===== config.mk =====
export PLATFORM = sky130hd
export DESIGN_NAME = climber_ratchet_interlock_unit
export DESIGN_NICKNAME = d
export VERILOG_FILES = /design/src/sv/cri_pkg.sv /design/src/sv/cri_power_gate.sv /design/src/sv/cri_ratchet.sv /design/src/sv/climber_ratchet_interlock_unit.sv
export SDC_FILE = /design/constraint.sdc
export NUM_CORES = 1
export LEC_CHECK = 0
export BUFFER_PORTS_ARGS = -buffer_cell sky130_fd_sc_hd__buf_4
export CAP_MARGIN = 25
export CELL_PAD_IN_SITES_DETAIL_PLACEMENT = 0
export CELL_PAD_IN_SITES_GLOBAL_PLACEMENT = 1
export CORE_AREA = 2 2 163 165
export CTS_CLUSTER_DIAMETER = 150
export DETAILED_ROUTE_END_ITERATION = 10
export DIE_AREA = 0 0 165 167
export HOLD_SLACK_MARGIN = 0.05
export PLACE_DENSITY = 0.81
export SLEW_MARGIN = 0
export SYNTH_ARGS = -nofsm -noshare
export SYNTH_HDL_FRONTEND = slang
export SYNTH_SLANG_ARGS = --single-unit

===== constraint.sdc =====
create_clock -name i_clk -period 9.22 [get_ports i_clk]
set_input_delay 1.844 -clock i_clk [delete_from_list [all_inputs] [get_ports i_clk]]
set_output_delay 1.844 -clock i_clk [all_outputs]
set_load 0.05 [all_outputs]

===== src/sv/cri_pkg.sv =====
`timescale 1ns / 1ps
`default_nettype none
// ----------------------------------------------------------------------------
// Climber ratchet interlock package
// Shared types, widths and reset values for the climber interlock block.
// ----------------------------------------------------------------------------
package cri_pkg;

    localparam int CFG_W   = 23;
    localparam int LIMIT_W = 23;
    localparam int GAIN_W  = 11;
    localparam int TIMER_W = 16;
    localparam int POWER_W = 12;

    localparam logic [GAIN_W-1:0]  FULL_POWER  = 11'd1024;
    localparam logic [TIMER_W-1:0] TIMER_MAX   = 16'hFFFF;

    localparam logic [LIMIT_W-1:0] TOP_LIMIT_RST    = 23'd32500;
    localparam logic [LIMIT_W-1:0] BOTTOM_LIMIT_RST = 23'd1024;
    localparam logic [GAIN_W-1:0]  SLOW_GAIN_RST    = 11'd307;
    localparam logic [TIMER_W-1:0] DELAY_RST        = 16'd1000;

    // Configuration register indexes.
    typedef enum logic [1:0] {
        CFG_TOP_LIMIT    = 2'd0,
        CFG_BOTTOM_LIMIT = 2'd1,
        CFG_SLOW_GAIN    = 2'd2,
        CFG_DELAY        = 2'd3
    } t_cfg_idx;

    // Request kinds. The unused code is treated like a stop.
    typedef enum logic [1:0] {
        ACT_TICK = 2'd0,
        ACT_CTRL = 2'd1,
        ACT_STOP = 2'd2
    } t_action;

    typedef enum logic [1:0] {
        PH_IDLE   = 2'd0,
        PH_MOVING = 2'd1,
        PH_MOVED  = 2'd2
    } t_phase;

    // Request presented to the ratchet state machine.
    typedef struct packed {
        logic    fire;
        t_action action;
        logic    pov;
        logic    power_nz;
        logic    both_stop;
    } t_ratchet_req;

    // Status returned by the ratchet state machine.
    typedef struct packed {
        logic homed_cur;
        logic hold;
        logic drive;
        logic solenoid;
        logic zero_enc;
        logic homed_next;
    } t_ratchet_stat;

endpackage
`default_nettype wire


===== src/sv/cri_power_gate.sv =====
`timescale 1ns / 1ps
`default_nettype none
// ----------------------------------------------------------------------------
// Climber power gate
// Maps one motor's buttons to signed power and blocks it at the limits.
// ----------------------------------------------------------------------------
module cri_power_gate #(
    parameter int POS_WIDTH = 24
) (
    input  wire logic                          i_up,
    input  wire logic                          i_down,
    input  wire logic [cri_pkg::GAIN_W-1:0]    i_mag,
    input  wire logic                          i_on_stop,
    input  wire logic signed [POS_WIDTH-1:0]   i_position,
    input  wire logic                          i_homed,
    input  wire logic [cri_pkg::LIMIT_W-1:0]   i_top_limit,
    input  wire logic [cri_pkg::LIMIT_W-1:0]   i_bottom_limit,
    output logic signed [cri_pkg::POWER_W-1:0] o_power
);
    import cri_pkg::*;

    localparam int CMP_W = (POS_WIDTH > LIMIT_W + 1) ? POS_WIDTH : LIMIT_W + 1;

    logic signed [POWER_W-1:0] raw_power;
    logic signed [CMP_W-1:0]   pos_ext;
    logic signed [CMP_W-1:0]   top_ext;
    logic signed [CMP_W-1:0]   bottom_ext;
    logic                      at_top;
    logic                      at_bottom;

    assign pos_ext    = CMP_W'(i_position);
    assign top_ext    = $signed(CMP_W'(i_top_limit));
    assign bottom_ext = $signed(CMP_W'(i_bottom_limit));
    assign at_top     = i_homed && (pos_ext >= top_ext);
    assign at_bottom  = i_homed && (pos_ext <= bottom_ext);

    always_comb begin
        if (i_up) begin
            raw_power = $signed(POWER_W'(i_mag));
        end else if (i_down) begin
            raw_power = -$signed(POWER_W'(i_mag));
        end else begin
            raw_power = '0;
        end

        o_power = raw_power;
        // Downward power stops at the switch or the soft bottom.
        if ((raw_power < 0) && (i_on_stop || at_bottom)) begin
            o_power = '0;
        end
        if ((raw_power > 0) && at_top) begin
            o_power = '0;
        end
    end

endmodule
`default_nettype wire


===== src/sv/cri_ratchet.sv =====
`timescale 1ns / 1ps
`default_nettype none
// ----------------------------------------------------------------------------
// Climber ratchet state machine
// Holds the ratchet phase, timer, solenoid and homing latch.
// ----------------------------------------------------------------------------
module cri_ratchet (
    input  wire logic                         i_clk,
    input  wire logic                         i_rst_n,
    input  wire cri_pkg::t_ratchet_req        i_req,
    input  wire logic [cri_pkg::TIMER_W-1:0]  i_delay,
    output cri_pkg::t_ratchet_stat            o_stat
);
    import cri_pkg::*;

    t_phase               r_phase,    n_phase;
    logic [TIMER_W-1:0]   r_timer,    n_timer;
    logic                 r_homed,    n_homed;
    logic                 r_solenoid, n_solenoid;
    logic                 hold;
    logic                 zero_enc;
    logic                 drive;

    always_ff @(posedge i_clk) begin
        if (!i_rst_n) begin
            r_phase    <= PH_IDLE;
            r_timer    <= '0;
            r_homed    <= 1'b0;
            r_solenoid <= 1'b0;
        end else if (i_req.fire) begin
            r_phase    <= n_phase;
            r_timer    <= n_timer;
            r_homed    <= n_homed;
            r_solenoid <= n_solenoid;
        end
    end

    assign hold = r_homed && i_req.pov;

    always_comb begin
        n_phase    = r_phase;
        n_timer    = r_timer;
        n_homed    = r_homed;
        n_solenoid = r_solenoid;
        zero_enc   = 1'b0;
        drive      = 1'b0;

        case (i_req.action)
            ACT_TICK: begin
                if (r_timer != TIMER_MAX) begin
                    n_timer = r_timer + 1'b1;
                end
            end
            ACT_CTRL: begin
                if (!hold) begin
                    if (!i_req.power_nz) begin
                        n_phase    = PH_IDLE;
                        n_solenoid = 1'b0;
                    end else begin
                        case (r_phase)
                            PH_MOVING: begin
                                if (r_timer > i_delay) begin
                                    n_phase = PH_MOVED;
                                end
                            end
                            PH_MOVED: begin
                                n_phase = PH_MOVED;
                            end
                            default: begin
                                n_solenoid = 1'b1;
                                n_phase    = PH_MOVING;
                                n_timer    = '0;
                            end
                        endcase
                    end
                    drive = (n_phase != PH_MOVING);
                    if (!r_homed && i_req.both_stop) begin
                        n_homed  = 1'b1;
                        zero_enc = 1'b1;
                    end
                end
            end
            default: begin
                n_phase    = PH_IDLE;
                n_solenoid = 1'b0;
                drive      = 1'b1;
            end
        endcase
    end

    assign o_stat.homed_cur  = r_homed;
    assign o_stat.hold       = hold;
    assign o_stat.drive      = drive;
    assign o_stat.solenoid   = n_solenoid;
    assign o_stat.zero_enc   = zero_enc;
    assign o_stat.homed_next = n_homed;

    // Once homed, the latch never clears.
    a_homed_sticky: assert property (@(posedge i_clk) disable iff (!i_rst_n)
        r_homed |=> r_homed)
        else $error("homed latch cleared");

    // The solenoid is only reversed while the ratchet is idle.
    a_solenoid_phase: assert property (@(posedge i_clk) disable iff (!i_rst_n)
        !r_solenoid |-> (r_phase == PH_IDLE))
        else $error("solenoid reversed outside idle phase");

    // Entering the moving phase restarts the opening timer.
    a_timer_restart: assert property (@(posedge i_clk) disable iff (!i_rst_n)
        (i_req.fire && (n_phase == PH_MOVING) && (r_phase != PH_MOVING))
        |=> (r_timer == '0))
        else $error("ratchet timer not restarted");

endmodule
`default_nettype wire


===== src/sv/climber_ratchet_interlock_unit.sv =====
`timescale 1ns / 1ps
`default_nettype none
// ----------------------------------------------------------------------------
// Climber ratchet interlock unit
// Drives two climber motors that share one ratchet solenoid.
// ----------------------------------------------------------------------------
// Usage:
// Requests enter on the input channel (i_valid / o_stall) and each request
// yields exactly one result on the output channel (o_valid / i_stall).
// A request is a tick (advances the ratchet timer), a control sample (maps
// buttons to power, gates it at the limit switches and soft limits, runs the
// ratchet machine and the homing latch) or a stop (idles everything).
// The request is first captured in an input register; the gating and ratchet
// logic then settle combinationally and the result is written to the output
// register. One request per cycle is sustained while the receiver does not stall;
// the ratchet state register is the only loop.
// When the receiver stalls, the output register holds its result and the input
// register holds the next request; o_stall rises only when both are full.
// Synchronous reset returns the ratchet to idle with the solenoid reversed,
// clears the timer and the homed latch, empties both registers and loads the
// configuration registers with their default values.
// Configuration writes (i_cfg_we) take effect at once; the user must make them
// only while no request is in flight, as the block itself does not enforce it.
// ----------------------------------------------------------------------------
module climber_ratchet_interlock_unit #(
    parameter int POS_WIDTH = 24
) (
    input  wire logic                          i_clk,
    input  wire logic                          i_rst_n,
    // Configuration write port
    input  wire logic                          i_cfg_we,
    input  wire logic [1:0]                    i_cfg_idx,
    input  wire logic [cri_pkg::CFG_W-1:0]     i_cfg_data,
    // Request channel
    input  wire logic                          i_valid,
    output logic                               o_stall,
    input  wire logic [1:0]                    i_action,
    input  wire logic                          i_port_up_button,
    input  wire logic                          i_port_down_button,
    input  wire logic                          i_star_up_button,
    input  wire logic                          i_star_down_button,
    input  wire logic                          i_slow_mode,
    input  wire logic                          i_pov_pressed,
    input  wire logic                          i_port_on_stop,
    input  wire logic                          i_star_on_stop,
    input  wire logic signed [POS_WIDTH-1:0]   i_port_position,
    input  wire logic signed [POS_WIDTH-1:0]   i_star_position,
    // Result channel
    output logic                               o_valid,
    input  wire logic                          i_stall,
    output logic signed [cri_pkg::POWER_W-1:0] o_port_power,
    output logic signed [cri_pkg::POWER_W-1:0] o_star_power,
    output logic                               o_drive_update,
    output logic                               o_solenoid_open,
    output logic                               o_zero_encoders,
    output logic                               o_homed
);
    import cri_pkg::*;

    // Configuration registers.
    logic [LIMIT_W-1:0] r_top_limit;
    logic [LIMIT_W-1:0] r_bottom_limit;
    logic [GAIN_W-1:0]  r_slow_gain;
    logic [TIMER_W-1:0] r_delay;

    // Input register.
    logic                        r_in_vld;
    logic [1:0]                  r_action;
    logic                        r_port_up, r_port_down, r_star_up, r_star_down;
    logic                        r_slow, r_pov, r_port_stop, r_star_stop;
    logic signed [POS_WIDTH-1:0] r_port_pos, r_star_pos;

    // Output register.
    logic                      r_out_vld;
    logic signed [POWER_W-1:0] r_port_power, r_star_power;
    logic                      r_drive, r_solenoid, r_zero_enc, r_homed;

    logic                      in_take;
    logic                      advance;
    logic [GAIN_W-1:0]         mag;
    logic signed [POWER_W-1:0] port_gated, star_gated;
    logic                      apply;
    t_action                   action;
    t_ratchet_req              req;
    t_ratchet_stat             stat;

    // The middle stage moves whenever the output register is free or being read.
    assign advance = r_in_vld && (!r_out_vld || !i_stall);
    assign o_stall = r_in_vld && !advance;
    assign in_take = i_valid && !o_stall;

    always_ff @(posedge i_clk) begin
        if (!i_rst_n) begin
            r_top_limit    <= TOP_LIMIT_RST;
            r_bottom_limit <= BOTTOM_LIMIT_RST;
            r_slow_gain    <= SLOW_GAIN_RST;
            r_delay        <= DELAY_RST;
        end else if (i_cfg_we) begin
            case (t_cfg_idx'(i_cfg_idx))
                CFG_TOP_LIMIT:    r_top_limit    <= i_cfg_data[LIMIT_W-1:0];
                CFG_BOTTOM_LIMIT: r_bottom_limit <= i_cfg_data[LIMIT_W-1:0];
                CFG_SLOW_GAIN:    r_slow_gain    <= i_cfg_data[GAIN_W-1:0];
                CFG_DELAY:        r_delay        <= i_cfg_data[TIMER_W-1:0];
                default:          r_delay        <= r_delay;
            endcase
        end
    end

    // Input register: valid bit under reset, payload loaded on accept.
    always_ff @(posedge i_clk) begin
        if (!i_rst_n) begin
            r_in_vld <= 1'b0;
        end else if (in_take) begin
            r_in_vld <= 1'b1;
        end else if (advance) begin
            r_in_vld <= 1'b0;
        end
    end

    always_ff @(posedge i_clk) begin
        if (in_take) begin
            r_action    <= i_action;
            r_port_up   <= i_port_up_button;
            r_port_down <= i_port_down_button;
            r_star_up   <= i_star_up_button;
            r_star_down <= i_star_down_button;
            r_slow      <= i_slow_mode;
            r_pov       <= i_pov_pressed;
            r_port_stop <= i_port_on_stop;
            r_star_stop <= i_star_on_stop;
            r_port_pos  <= i_port_position;
            r_star_pos  <= i_star_position;
        end
    end

    // Slow mode uses the configured gain, saturated at full power.
    always_comb begin
        if (!r_slow) begin
            mag = FULL_POWER;
        end else if (r_slow_gain > FULL_POWER) begin
            mag = FULL_POWER;
        end else begin
            mag = r_slow_gain;
        end
    end

    cri_power_gate #(.POS_WIDTH(POS_WIDTH)) u_port_gate (
        .i_up           (r_port_up),
        .i_down         (r_port_down),
        .i_mag          (mag),
        .i_on_stop      (r_port_stop),
        .i_position     (r_port_pos),
        .i_homed        (stat.homed_cur),
        .i_top_limit    (r_top_limit),
        .i_bottom_limit (r_bottom_limit),
        .o_power        (port_gated)
    );

    cri_power_gate #(.POS_WIDTH(POS_WIDTH)) u_star_gate (
        .i_up           (r_star_up),
        .i_down         (r_star_down),
        .i_mag          (mag),
        .i_on_stop      (r_star_stop),
        .i_position     (r_star_pos),
        .i_homed        (stat.homed_cur),
        .i_top_limit    (r_top_limit),
        .i_bottom_limit (r_bottom_limit),
        .o_power        (star_gated)
    );

    assign action        = t_action'(r_action);
    assign req.fire      = advance;
    assign req.action    = action;
    assign req.pov       = r_pov;
    assign req.power_nz  = (port_gated != '0) || (star_gated != '0);
    assign req.both_stop = r_port_stop && r_star_stop;

    cri_ratchet u_ratchet (
        .i_clk   (i_clk),
        .i_rst_n (i_rst_n),
        .i_req   (req),
        .i_delay (r_delay),
        .o_stat  (stat)
    );

    // Gated power reaches the motors only on a control sample that drives.
    assign apply = (action == ACT_CTRL) && !stat.hold && stat.drive;

    always_ff @(posedge i_clk) begin
        if (!i_rst_n) begin
            r_out_vld <= 1'b0;
        end else if (advance) begin
            r_out_vld <= 1'b1;
        end else if (!i_stall) begin
            r_out_vld <= 1'b0;
        end
    end

    always_ff @(posedge i_clk) begin
        if (advance) begin
            r_port_power <= apply ? port_gated : '0;
            r_star_power <= apply ? star_gated : '0;
            r_drive      <= stat.drive;
            r_solenoid   <= stat.solenoid;
            r_zero_enc   <= stat.zero_enc;
            r_homed      <= stat.homed_next;
        end
    end

    assign o_valid         = r_out_vld;
    assign o_port_power    = r_port_power;
    assign o_star_power    = r_star_power;
    assign o_drive_update  = r_drive;
    assign o_solenoid_open = r_solenoid;
    assign o_zero_encoders = r_zero_enc;
    assign o_homed         = r_homed;

endmodule
`default_nettype wire

* After elaboration in Yosys (flattened, before gate mapping)
Index checks and enable logic that the tools add are counted.
Word-level totals: input port bits 88, flip-flop bits (word level) 181, logic and storage cells 130, output and inout bits 30
Cells by class: order comparisons 10, reduce and logical (&&, ||, !) cells 40, eq/ne operators 13, bitwise operators 2, mux-type cells 36, $add $sub $neg 2
Operator list (count):
- $mux 12 | 8
- $mux 16 | 4
- $ge 24x24->1 | 2
- $le 24x24->1 | 2
- $pmux 16 s2 | 1
- $gt 12x1->1 const B | 2
- $lt 12x1->1 const B | 2
- $reduce_bool 12->1 | 2
- $mux 11 | 2
- $add 16x1->16 const B | 1
- $gt 16x16->1 | 1
- $logic_and 1x1->1 | 16
- $ne 16x16->1 const B | 1
- $mux 1 | 12
- $neg 11->12 | 1
- $gt 11x11->1 const B | 1
- $mux 2 | 5
- $ne 2x1->1 const B | 4
- $pmux 2 s2 | 2
- $reduce_and 2->1 | 4
- $eq 2x1->1 const B | 3
- $eq 2x2->1 const B | 3
- $logic_not 1->1 | 6
- $reduce_and 6->1 | 1
- 8 further kinds | 17

* Longest topological paths before layout
depth after elaboration 19, gate-level depth with buffers 16, gate-level depth less buffers 13

* By module
From an unflattened synthesis, not the netlist that was laid out.
Unflattened totals: cells, all modules 1161, area total of the unflattened synthesis 10565.1 um^2
By module, submodules not included:
- climber_ratchet_interlock_unit | cells each 466, instances 1, seq. area each 4083.9 um^2, area each 5649.2 um^2
- cri_power_gate | cells each 253, instances 2, seq. area each 0.0 um^2, area each 1704.1 um^2
- cri_ratchet | cells each 189, instances 1, seq. area each 400.4 um^2, area each 1507.7 um^2

* Worst setup path before layout
Ideal clock, no wire load.
path kind in2reg, start in i_stall, end reg r_action[0], in the netlist action[0], enable pin, setup slack 3.886 ns, buffers on the path 0, arrival time 4.854 ns, setup time 0.480 ns, required time 8.740 ns, stages 2, cells stage by stage and3_1 nor2b_1
On the way: cells in the longest elaborated chain, start to end 7
Ends and longest elaborated chain:
- from (decl) | RTL line climber_ratchet_interlock_unit.sv:50 | input wire logic i_stall,
- $logic_not 1->1
- $logic_or 1x1->1 | RTL line climber_ratchet_interlock_unit.sv:88 | assign advance = r_in_vld && (!r_out_vld || !i_stall);
- $logic_and 1x1->1 | RTL line climber_ratchet_interlock_unit.sv:88
- $logic_not 1->1 | RTL line climber_ratchet_interlock_unit.sv:89 | assign o_stall = r_in_vld && !advance;
- $logic_and 1x1->1 | RTL line climber_ratchet_interlock_unit.sv:89
- $logic_not 1->1 | RTL line climber_ratchet_interlock_unit.sv:90 | assign in_take = i_valid && !o_stall;
- $logic_and 1x1->1 | RTL line climber_ratchet_interlock_unit.sv:90
- named net in_take | RTL line climber_ratchet_interlock_unit.sv:78 | logic in_take;
- to (signal assigned) | RTL line climber_ratchet_interlock_unit.sv:122 | r_action <= i_action;
- to (decl) | RTL line climber_ratchet_interlock_unit.sv:68 | logic [1:0] r_action;
The timed path passes the listed nets, and every way through them passes these cells. A chain may end at the register's enable or synchronous reset.

* Final worst setup path
start in i_stall, end out o_stall
On the way: cells in the longest elaborated chain, start to end 5
Ends and longest elaborated chain:
- $logic_not 1->1
- $logic_or 1x1->1 | RTL line climber_ratchet_interlock_unit.sv:88
- $logic_and 1x1->1 | RTL line climber_ratchet_interlock_unit.sv:88
- $logic_not 1->1 | RTL line climber_ratchet_interlock_unit.sv:89
- $logic_and 1x1->1 | RTL line climber_ratchet_interlock_unit.sv:89
- to (decl) | RTL line climber_ratchet_interlock_unit.sv:36 | output logic o_stall,
Every way passes these cells.

==> flow_metrics.env <==
export IMPL_antenna_found_initial=0
export IMPL_die_w_um=165
export IMPL_drive_above_1_share=0.145
export IMPL_nets=1370
export IMPL_route_vias_total=8206
export IMPL_core_area_mm2=0.0258
export IMPL_place_hpwl_um=19900
export IMPL_grt_pass1_vias=7924
export IMPL_critPathCaptureType="primary output"
export IMPL_first_pass_iters=5
export IMPL_root_buffer="clkbuf_16"
export IMPL_grtUsageTotal=0.199
export IMPL_cp_required_ns=7.38
export IMPL_synth_seq_cells=181
export IMPL_critical_path_class="in2out"
export IMPL_die_h_um=167
export IMPL_post_cts_buffers=0
export IMPL_gp_congestion=0.868
export IMPL_synth_seq_area_share=0.442
export IMPL_holdBufCountCts=0
export IMPL_die_area_mm2=0.0276
export IMPL_grt_max_degree=84
export IMPL_drv_cap=0
export IMPL_via_per_inst=5.41
export IMPL_cts_sinks=181
export IMPL_synth_distinct_cells=78
export IMPL_placed_area_mm2=0.0113
export IMPL_syn_area_per_cell_um2=9.45
export IMPL_grt_overflow=0
export IMPL_wl_um=26400
export IMPL_h_tree_depth=4
export IMPL_min_period_over_period=0.460
export IMPL_dp_cells=1483
export IMPL_diodes=0
export IMPL_ys_flop_type="dfxtp_1"
export IMPL_fin_skew_ns=0.0156
export IMPL_setup_viol=0
export IMPL_slowest_stage="and3_1"
export IMPL_max_slew_margin=0.340
export IMPL_slew_violations=0
export IMPL_portBuffers=117
export IMPL_antenna_left=0
export IMPL_cp_start_kind="primary input"
export IMPL_synth_edf_count=86
export IMPL_post_route_min_period_ns=4.24
export IMPL_cp_cell_sequence="buf_4 -> and3_1 -> buf_4"
export IMPL_rsz0062_at_grt="no"
export IMPL_rows=59
export IMPL_cts_path_max_buffers=2
export IMPL_clock_latency_ns=0.43
export IMPL_drt_iter0_drc=590
export IMPL_synthesis_nets=1274
export IMPL_stdcell_count=1518
export IMPL_fin_tns_setup_ns=0
export IMPL_worstMarginPinSlew_ns=0.989
export IMPL_syn_cell_area_mm2=0.0101
export IMPL_grt_pass1_wl_um=42600
export IMPL_max_freq_mhz=236
export IMPL_post_drt_wl_per_cell_um=17.4
export IMPL_cts_made_buffers=17
export IMPL_final_hold_viol_count=0
export IMPL_synthCells=1074
export IMPL_crit_fanout=3
export IMPL_cts_resized=0
export IMPL_fin_area_mm2=0.0119
export IMPL_start_util=0.394
export IMPL_worst_ir_drop_vdd_mv=0.0980
export IMPL_arrival_ns=2.40
export IMPL_yosysWarnings=0
export IMPL_syn_to_final_growth_pct=17.7
export IMPL_drc_errors=0
export IMPL_critPathMaxStageDelay_ns=0.23
export IMPL_cts_tree="built"
export IMPL_io_pins=118
export IMPL_crit_top_cell="buf_4"
export IMPL_worstHoldPathType="reg2reg"
export IMPL_outcome="finished, final reports clean"
export IMPL_p_leak_uw=0.00470
export IMPL_power_density_mw_per_mm2=158
export IMPL_clk_pin_slew_ns=0.07
export IMPL_holdWs_ns=0.465
export IMPL_ys_async_sr_fraction=0
==> layout by cell type, fill, tap and decap left out, types with 4 or more instances in the layout <==
| cell | Yosys | layout |
|---|---|---|
| dfxtp_1 | 95 | 95 |
| o31ai_1 | 12 | 12 |
| ha_1 | 112 | 112 |
| o21ai_0 | 31 | 31 |
| nor2b_1 | 14 | 13 |
| edfxtp_1 | 86 | 86 |
| or4_1 | 8 | 8 |
| nor4_1 | 6 | 6 |
| clkbuf_16 | 0 | 17 |
| buf_4 | 0 | 122 |
| nand4_1 | 25 | 25 |
| nand2b_1 | 6 | 6 |
| o211ai_1 | 25 | 25 |
| o21a_1 | 4 | 4 |
| nand3_1 | 25 | 25 |
| a21boi_0 | 57 | 57 |
| nand2_1 | 176 | 176 |
| and2_1 | 6 | 6 |
| and4_1 | 4 | 4 |
| or3_1 | 9 | 9 |
| inv_1 | 77 | 77 |
| nor3_1 | 18 | 18 |
| a211oi_1 | 7 | 7 |
| and3_1 | 7 | 7 |
| nor2_1 | 47 | 46 |
| a21oi_1 | 67 | 67 |
| a31oi_1 | 8 | 8 |
| a22oi_1 | 5 | 5 |
| a21o_1 | 19 | 19 |
==> cells by family (layout without fill, tap and decap cells) <==
group | count (synthesis) | count (layout) | synth area share
adder cells (fa/ha/maj) | 112 | 112 | 0.138
XOR/XNOR | 1 | 1 | 0.000864
flip-flops | 181 | 181 | 0.442
AO/OA/AOI/OAI | 282 | 282 | 0.193
buffers and inverters | 125 | 234 | 0.0477
multiplexers | 1 | 1 | 0.000987
AND/OR/NAND/NOR | 372 | 372 | 0.177
==> state kept, by name (all words and copies together), names as in the netlist, 2 cells and up <==
name	cells
action	2
r_bottom_limit	23
u_ratchet.r_timer	16
o_port_power	12
u_ratchet.r_phase	2
r_star_pos	24
r_slow_gain	11
r_delay	16
r_top_limit	23
o_star_power	12
r_port_pos	24
==> power by group <==
group          internal, µW  total (µW)  switching [µW]
Combinational          99.1         238             139
Sequential              876         905            29.3
Clock                   427         740             313
Total                  1400        1880             481
==> synthesized netlist by cell type, types with 3 or more instances <==
library cell	number	area [µm²]
nand3_1	25	125
and3_1	7	43.8
nor4_1	6	37.5
nand2_1	176	661
ha_1	112	1400
o31ai_1	12	90.1
or3_1	9	56.3
clkbuf_1	39	146
nor3b_1	4	30.0
nand4_1	25	156
edfxtp_1	86	2580
dfxtp_1	95	1900
nor2_1	47	176
inv_1	77	289
a31oi_1	8	50.1
or4_1	8	60.1
nor2b_1	14	87.6
buf_2	6	30.0
and2_1	6	37.5
o21ai_0	31	155
o31a_1	3	26.3
a22oi_1	5	37.5
and4b_1	3	30.0
a221oi_1	3	26.3
nand2b_1	6	37.5
and4_1	4	35.0
a21o_1	19	143
nor3_1	18	90.1
o2bb2ai_1	3	26.3
o21a_1	4	30.0
a21oi_1	67	335
a21boi_0	57	428
o211ai_1	25	188
a32oi_1	3	26.3
a211oi_1	7	52.6
==> per-stage QoR <==
step	setup WS [ns]	total power [µW]	utilization
final	4.98	1880	0.463
after global routing	4.96	1970	0.463
after CTS	4.98	1900	0.462
after detailed placement	4.98	1160	0.439
after global placement	4.99	1150	0.438
after floorplan	3.89	1060	-
==> layer usage <==
metal,global-route usage,up-vias,share of wire
li1,-,4115,-
met1,0.273,3818,0.46
met2,0.323,251,0.48
met3,0.0304,22,0.051
met4,0.0567,0,0.016
met5,0,-,0
==> area by class of cell <==
class                      count  area [µm²]
tap                          335         419
clock inverter                12         154
clock buffer                  20         437
timing repair buffer         125         963
inverter                      77         289
sequential                   181        4480
multi-input combinational    768        5190
fill                        2462       13800
==> worst paths after layout <==
check | start | to | slack [ns] | depth (start not counted)
min reg2reg | r_delay[1] | r_delay[1] | 0.47 | 2
max | i_stall | o_stall | 4.98 | 3
min | r_delay[1] | r_delay[1] | 0.47 | 2
max reg2reg | r_slow | o_port_power[8] | 5.41 | 12
==> critical path, delay by kind of cell <==
family / cells / cell delay [ns]
buffers and inverters: 2 / 0.32
and+or+nand+nor: 1 / 0.23
Power figures use the tool's default switching activity.
